[src/rtl/core/dre_pkg.sv]
// ----------------------------------------------------------------------------
// dre_pkg
// Shared sizes, row type, result struct and the masked row compare used by
// the duplicate row eliminator.
// ----------------------------------------------------------------------------
package dre_pkg;

    localparam int COLS         = 8;
    localparam int MAX_DISTINCT = 256;
    localparam int MASK_W       = 8;
    localparam int USED_COLS    = (COLS < MASK_W) ? COLS : MASK_W;
    localparam int WORD_W       = 32;
    localparam int ROW_W        = USED_COLS * WORD_W;
    localparam int ADDR_W       = $clog2(MAX_DISTINCT);
    localparam int CNT_W        = $clog2(MAX_DISTINCT + 1);
    localparam int DROP_W       = 16;

    localparam logic [MASK_W-1:0] MASK_RESET = {MASK_W{1'b1}};
    localparam logic [DROP_W-1:0] DROP_MAX   = {DROP_W{1'b1}};
    localparam logic [CNT_W-1:0]  STORE_CAP  = CNT_W'(MAX_DISTINCT);

    typedef logic [USED_COLS-1:0][WORD_W-1:0] row_t;

    typedef struct packed {
        logic              keep_row;
        logic [DROP_W-1:0] dropped_total;
        logic              store_full;
        logic              set_done;
    } result_t;

    // True when the rows agree on every column selected by the mask.
    function automatic logic row_match(input row_t stored, input row_t row,
                                       input logic [MASK_W-1:0] mask);
        logic hit;
        hit = 1'b1;
        for (int k = 0; k < USED_COLS; k++) begin
            if (mask[k] && (stored[k] != row[k])) begin
                hit = 1'b0;
            end
        end
        return hit;
    endfunction

endpackage

[src/rtl/core/dre_scan.sv]
// ----------------------------------------------------------------------------
// dre_scan
// Scan sequencer: holds the current row, streams the stored rows out of the
// row RAM one per cycle, compares them and decides keep or drop. Owns the
// distinct and dropped counters and appends new rows to the RAM.
// ----------------------------------------------------------------------------
module dre_scan
    import dre_pkg::*;
(
    input  logic              clk,
    input  logic              rst_n,
    input  logic              start,
    input  row_t              row_in,
    input  logic              last_in,
    input  logic [MASK_W-1:0] mask,
    input  logic              slot_free,
    input  row_t              rd_data,
    output logic              idle,
    output logic              rd_en,
    output logic [ADDR_W-1:0] rd_addr,
    output logic              wr_en,
    output logic [ADDR_W-1:0] wr_addr,
    output row_t              wr_data,
    output logic              res_valid,
    output result_t           res
);

    localparam logic [1:0] ST_IDLE   = 2'd0;
    localparam logic [1:0] ST_SCAN   = 2'd1;
    localparam logic [1:0] ST_DECIDE = 2'd2;

    logic [1:0]        state_reg, state_next;
    logic [CNT_W-1:0]  count_reg, count_next;
    logic [DROP_W-1:0] drop_reg, drop_next;
    logic [CNT_W-1:0]  issue_reg, issue_next;
    logic              cmp_valid_reg, cmp_valid_next;
    logic              cmp_last_reg, cmp_last_next;
    logic              dup_reg, dup_next;
    row_t              row_reg;
    logic              last_reg;

    logic              hit;
    logic              is_full;
    logic [DROP_W-1:0] drop_inc;

    assign hit      = row_match(rd_data, row_reg, mask);
    assign is_full  = (count_reg == STORE_CAP);
    assign drop_inc = (drop_reg == DROP_MAX) ? drop_reg : drop_reg + 1'b1;

    always_comb
    begin
        state_next     = state_reg;
        count_next     = count_reg;
        drop_next      = drop_reg;
        issue_next     = issue_reg;
        cmp_valid_next = 1'b0;
        cmp_last_next  = 1'b0;
        dup_next       = dup_reg;
        rd_en          = 1'b0;
        rd_addr        = issue_reg[ADDR_W-1:0];
        wr_en          = 1'b0;
        res_valid      = 1'b0;
        res.keep_row      = !dup_reg;
        res.dropped_total = dup_reg ? drop_inc : drop_reg;
        res.store_full    = !dup_reg && is_full;
        res.set_done      = last_reg;

        unique case (state_reg)
            ST_IDLE:
            begin
                if (start)
                begin
                    issue_next = '0;
                    dup_next   = 1'b0;
                    state_next = (count_reg == '0) ? ST_DECIDE : ST_SCAN;
                end
            end
            ST_SCAN:
            begin
                if (cmp_valid_reg && (hit || cmp_last_reg))
                begin
                    // stop issuing; any read still in flight is ignored
                    dup_next   = hit;
                    state_next = ST_DECIDE;
                end
                else if (issue_reg < count_reg)
                begin
                    rd_en          = 1'b1;
                    issue_next     = issue_reg + 1'b1;
                    cmp_valid_next = 1'b1;
                    cmp_last_next  = (CNT_W'(issue_reg + 1'b1) == count_reg);
                end
            end
            ST_DECIDE:
            begin
                if (slot_free)
                begin
                    res_valid = 1'b1;
                    if (dup_reg)
                    begin
                        drop_next = drop_inc;
                    end
                    else if (!is_full)
                    begin
                        wr_en      = 1'b1;
                        count_next = count_reg + 1'b1;
                    end
                    if (last_reg)
                    begin
                        count_next = '0;
                        drop_next  = '0;
                    end
                    state_next = ST_IDLE;
                end
            end
            default:
            begin
                state_next = ST_IDLE;
            end
        endcase
    end

    assign wr_addr = count_reg[ADDR_W-1:0];
    assign wr_data = row_reg;
    assign idle    = (state_reg == ST_IDLE);

    always_ff @(posedge clk or negedge rst_n)
    begin
        if (!rst_n)
        begin
            state_reg     <= ST_IDLE;
            count_reg     <= '0;
            drop_reg      <= '0;
            issue_reg     <= '0;
            cmp_valid_reg <= 1'b0;
            cmp_last_reg  <= 1'b0;
            dup_reg       <= 1'b0;
        end
        else
        begin
            state_reg     <= state_next;
            count_reg     <= count_next;
            drop_reg      <= drop_next;
            issue_reg     <= issue_next;
            cmp_valid_reg <= cmp_valid_next;
            cmp_last_reg  <= cmp_last_next;
            dup_reg       <= dup_next;
        end
    end

    always_ff @(posedge clk)
    begin
        if (start && idle)
        begin
            row_reg  <= row_in;
            last_reg <= last_in;
        end
    end

endmodule

[config.mk]
export PLATFORM = sky130hd
export DESIGN_NAME = dre_scan
export DESIGN_NICKNAME = d
export VERILOG_FILES = /design/src/rtl/core/dre_pkg.sv /design/src/rtl/core/dre_scan.sv
export SDC_FILE = /design/constraint.sdc
export NUM_CORES = 1
export LEC_CHECK = 0
export ABC_CLOCK_PERIOD_IN_PS = 12600
export BUFFER_PORTS_ARGS = -buffer_cell sky130_fd_sc_hd__buf_2
export CORE_AREA = 2 2 321 323
export CTS_BUF_LIST = sky130_fd_sc_hd__clkbuf_8
export DETAILED_ROUTE_END_ITERATION = 6
export DIE_AREA = 0 0 323 325
export SLEW_MARGIN = 40
export SYNTH_ARGS = -nofsm -noshare
export SYNTH_HDL_FRONTEND = slang
export SYNTH_SLANG_ARGS = --single-unit
[constraint.sdc]
create_clock -name clk -period 12.6 [get_ports clk]
set_input_delay 1.26 -clock clk [delete_from_list [all_inputs] [get_ports clk]]
set_output_delay 1.26 -clock clk [all_outputs]
set_load 0.01 [all_outputs]
==> summary.txt <==
Route
  • Post-DRT Antenna Nets: 0
  • Max Used Layer: met5
  • WL met3: about 7.6 mm
  • DRC errors left: 0
  • Post-DR wirelength/cell: 20.65 um
  • Avg Vias per Cell: 3.447
  • Via count: 10980
  • Met2 Routed Length: ~30 mm
  • DRT iter0 DRCs: 670
  • Routed WL: 65.81 mm
  • DRT Pass-1 Iters: 4
  • Met1 WL: 26.03 mm

Global route
  • First-pass GRT wire length: 86.19 mm
  • Number of global-route vias before repair: 11230
  • Total GRT Usage: 11.93%
  • Initial antenna violation count: 14
  • Largest net degree at the start of global routing: 80
  • Global route overflow: 0

Clock tree
  • Clock Path Buffers: 3
  • Clock sink total: 296
  • Skew-Pair Late Insertion Delay: 0.67 ns
  • Clock slew at reported path FFs: 0.06 ns
  • PostCTS Resize Cnt: 0
  • Clock buffer count from CTS: 56
  • Root buf cell: clkbuf_8
  • Hold Buf Count CTS: 0
  • CTS tree: built
  • H-tree Lvls: 2
  • Postcts setup bufs: 0

Worst hold path
  • Hold Path Class: reg -> reg
  • Worst Hold Path Cells: 1
  • Worst Hold Path EP: state_reg[0]
  • Hold path startpoint: state_reg[1]

Worst setup path
  • Endpoint class of the critical path: primary output
  • WP data required: 11.34 ns
  • CP top delay family: compound AO/OA/AOI/OAI gates
  • FF-to-FF setup slack: 9.12 ns
  • Reg2reg end: dup_reg
  • R2R depth: 9
  • Critical-path cell list: buf_2, xor2_1, nor4_2, nand4_1, o21ai_0, nand2_1, o41ai_2, a21oi_1, buf_4, buf_2
  • Slowest cell delay on critical path: roughly 0.59 ns
  • Worst-path fanout max: 13
  • Slowest stage cell, crit path: nor4_2
  • CP arrival: between 4 and 5 ns
  • Crit start category: input port
  • Worst path buffer plus inverter count: 3
  • Most common cell on crit path: buf_2
  • Worst r2r src: wr_data[214]
  • Critical Setup Path Class: in -> out

Logic synthesis
  • Largest cells by area after synthesis: edfxtp_1 59%, xor2_1 18%, dfrtp_1 7.4%, nor4_1 3.1%, xnor2_1 1.6%
  • Top FF cell, synth: edfxtp_1
  • Mapped Nets: 1442
  • Post-synth top cells: 264 x xor2_1, 257 x edfxtp_1, 66 x nor4_1, 39 x dfrtp_1, 36 x nand2_1
  • Most numerous cell in the Yosys netlist: xor2_1
  • Mapped cell area: 13150 um^2
  • Post-synth EDFFs: about 260
  • Register area share after synthesis: 66.12%
  • Synth Instances: 904
  • Yosys top cell area share: between 50% and 60%
  • Largest area contributor in the netlist: edfxtp_1
  • Distinct cells, synth: 46
  • Yosys reg bits: 296
  • Synth Warn #: 0
  • Avg Inst Size Synth: around 15 um^2
  • Async SR Flop Fraction: 13.18%

STA
  • Achievable clock frequency: roughly 0.19 GHz
  • RSZ-0062 raised after global routing: no
  • Slew margin rel.: 44.36%
  • Slew Viols, Final: 0
  • Setup violators final: 0
  • Hold Vio Cnt, Final: 0
  • Setup TNS: 0 ns
  • Worst-margin pin slew: 0.8277 ns
  • Skew final: 0.01785 ns
  • Hold Slack: 0.5337 ns
  • Period utilization: 41.98%
  • Fin crit period: 5.290 ns

Run status
  • Status: finished, final reports clean

Cells and area
  • Area of the multi-input gates: roughly 4200 um^2
  • Proportion of layout cells with a drive suffix above 1: 50.44%
  • Number of flip-flops in the largest register: between 200 and 300
  • Fillers: 11170
  • Post-Layout Cell Count: 3187
  • Syn-to-layout area delta: 52.58%
  • Fin util: 19.80%
  • Fin nets: 2309
  • Final Cell Area: roughly 20000 um^2
  • Storage cell area: 8693 um^2

Floorplanning
  • Die Y: 325 um
  • DIE AREA: 105000 um^2
  • Initial core utilization: 12.98%
  • CORE AREA: 101300 um^2
  • I/O pins: roughly 800
  • Row count: 117
  • Chip width: 323 um

Placement
  • Placed Instances: 3081
  • Routability Congestion: 0.9389
  • Final HPWL DP: between 50 and 60 mm
  • Placed Area: 18960 um^2
  • Port bufs: 819

Pwr
  • VDD IR max: 0.06537 mV
  • Pwr/cell area: ~140 nW/um^2
  • Lkg Pwr: 8.613 nW

Flow run
  • Max_cap viols: 0
metal layers:
metal,vias up,global-route usage [%]
met5,-,0
met4,8,3.549
met3,100,5.734
met2,575,19.43
met1,5251,13.76
li1,5050,-
cell type report:
type / count / area share, %
Clock inverter: 44 / 1.397
Inverter: 28 / 0.5613
Clock buffer: 59 / 4.048
Sequential cell: 296 / 43.34
Tap cell: 1368 / 8.532
Antenna cell: 3 / 0.03742
Timing Repair Buffer: 831 / 20.91
Multi-Input combinational cell: 558 / 21.18
cell usage in the layout, fill, tap and decap left out, types with 15 or more instances in the layout:
master / count
a21oi_1: 15
buf_2: 818
clkbuf_8: 59
dfrtp_1: 39
edfxtp_1: 257
inv_1: 51
nand2_1: 36
nand4_1: 24
nor2_1: 23
nor4_1: 58
o21ai_0: 17
xnor2_1: 24
xor2_1: 264
metrics by stage:
step                      worst slack (ns)  power [mW]
final                                7.310       2.829
after global routing                 7.022       2.984
after CTS                            7.062       2.897
after detailed placement             7.061       1.924
after global placement               6.689       1.915
after floorplan                      5.695       1.602
worst max path at each step:
stage            startpoint  endpoint  slack (ns)  depth (start not counted)
6_report       rd_data[214]     rd_en        7.31                         10
5_1_grt        rd_data[214]     rd_en        7.02                         10
4_1_cts        rd_data[214]     rd_en        7.06                         10
3_5_place_dp   rd_data[214]     rd_en        7.06                         10
3_3_place_gp   rd_data[214]     rd_en        6.69                         10
2_1_floorplan         start  last_reg        5.69                          2
worst register-to-register path: stages (launching register included):
cell and delay [ns]:
edfxtp_1 0.44, xor2_1 0.20, nor4_2 0.59, nand4_1 0.15, o21ai_0 0.54, nand2_1 0.24, o41ai_2 0.51, nand3_2 0.26
and3_1 0.26, a31o_1 0.18
power by group:
part,switching (mW),internal [mW],total [mW]
sequential,0.106,1.21,1.32
clock,0.430,0.511,0.942
combinational,0.347,0.220,0.567
total,0.883,1.95,2.83
cell families after synthesis:
| logic type | Yosys count | synth area share (%) |
|---|---|---|
| fa+ha+maj | 13 | 1.237 |
| xor+xnor | 288 | 19.19 |
| simple gates | 187 | 7.775 |
| flops | 296 | 66.12 |
| compound gates | 67 | 3.483 |
| buf+inv | 50 | 1.951 |
| mux | 3 | 0.2474 |
(Power assumes the default switching activity.)
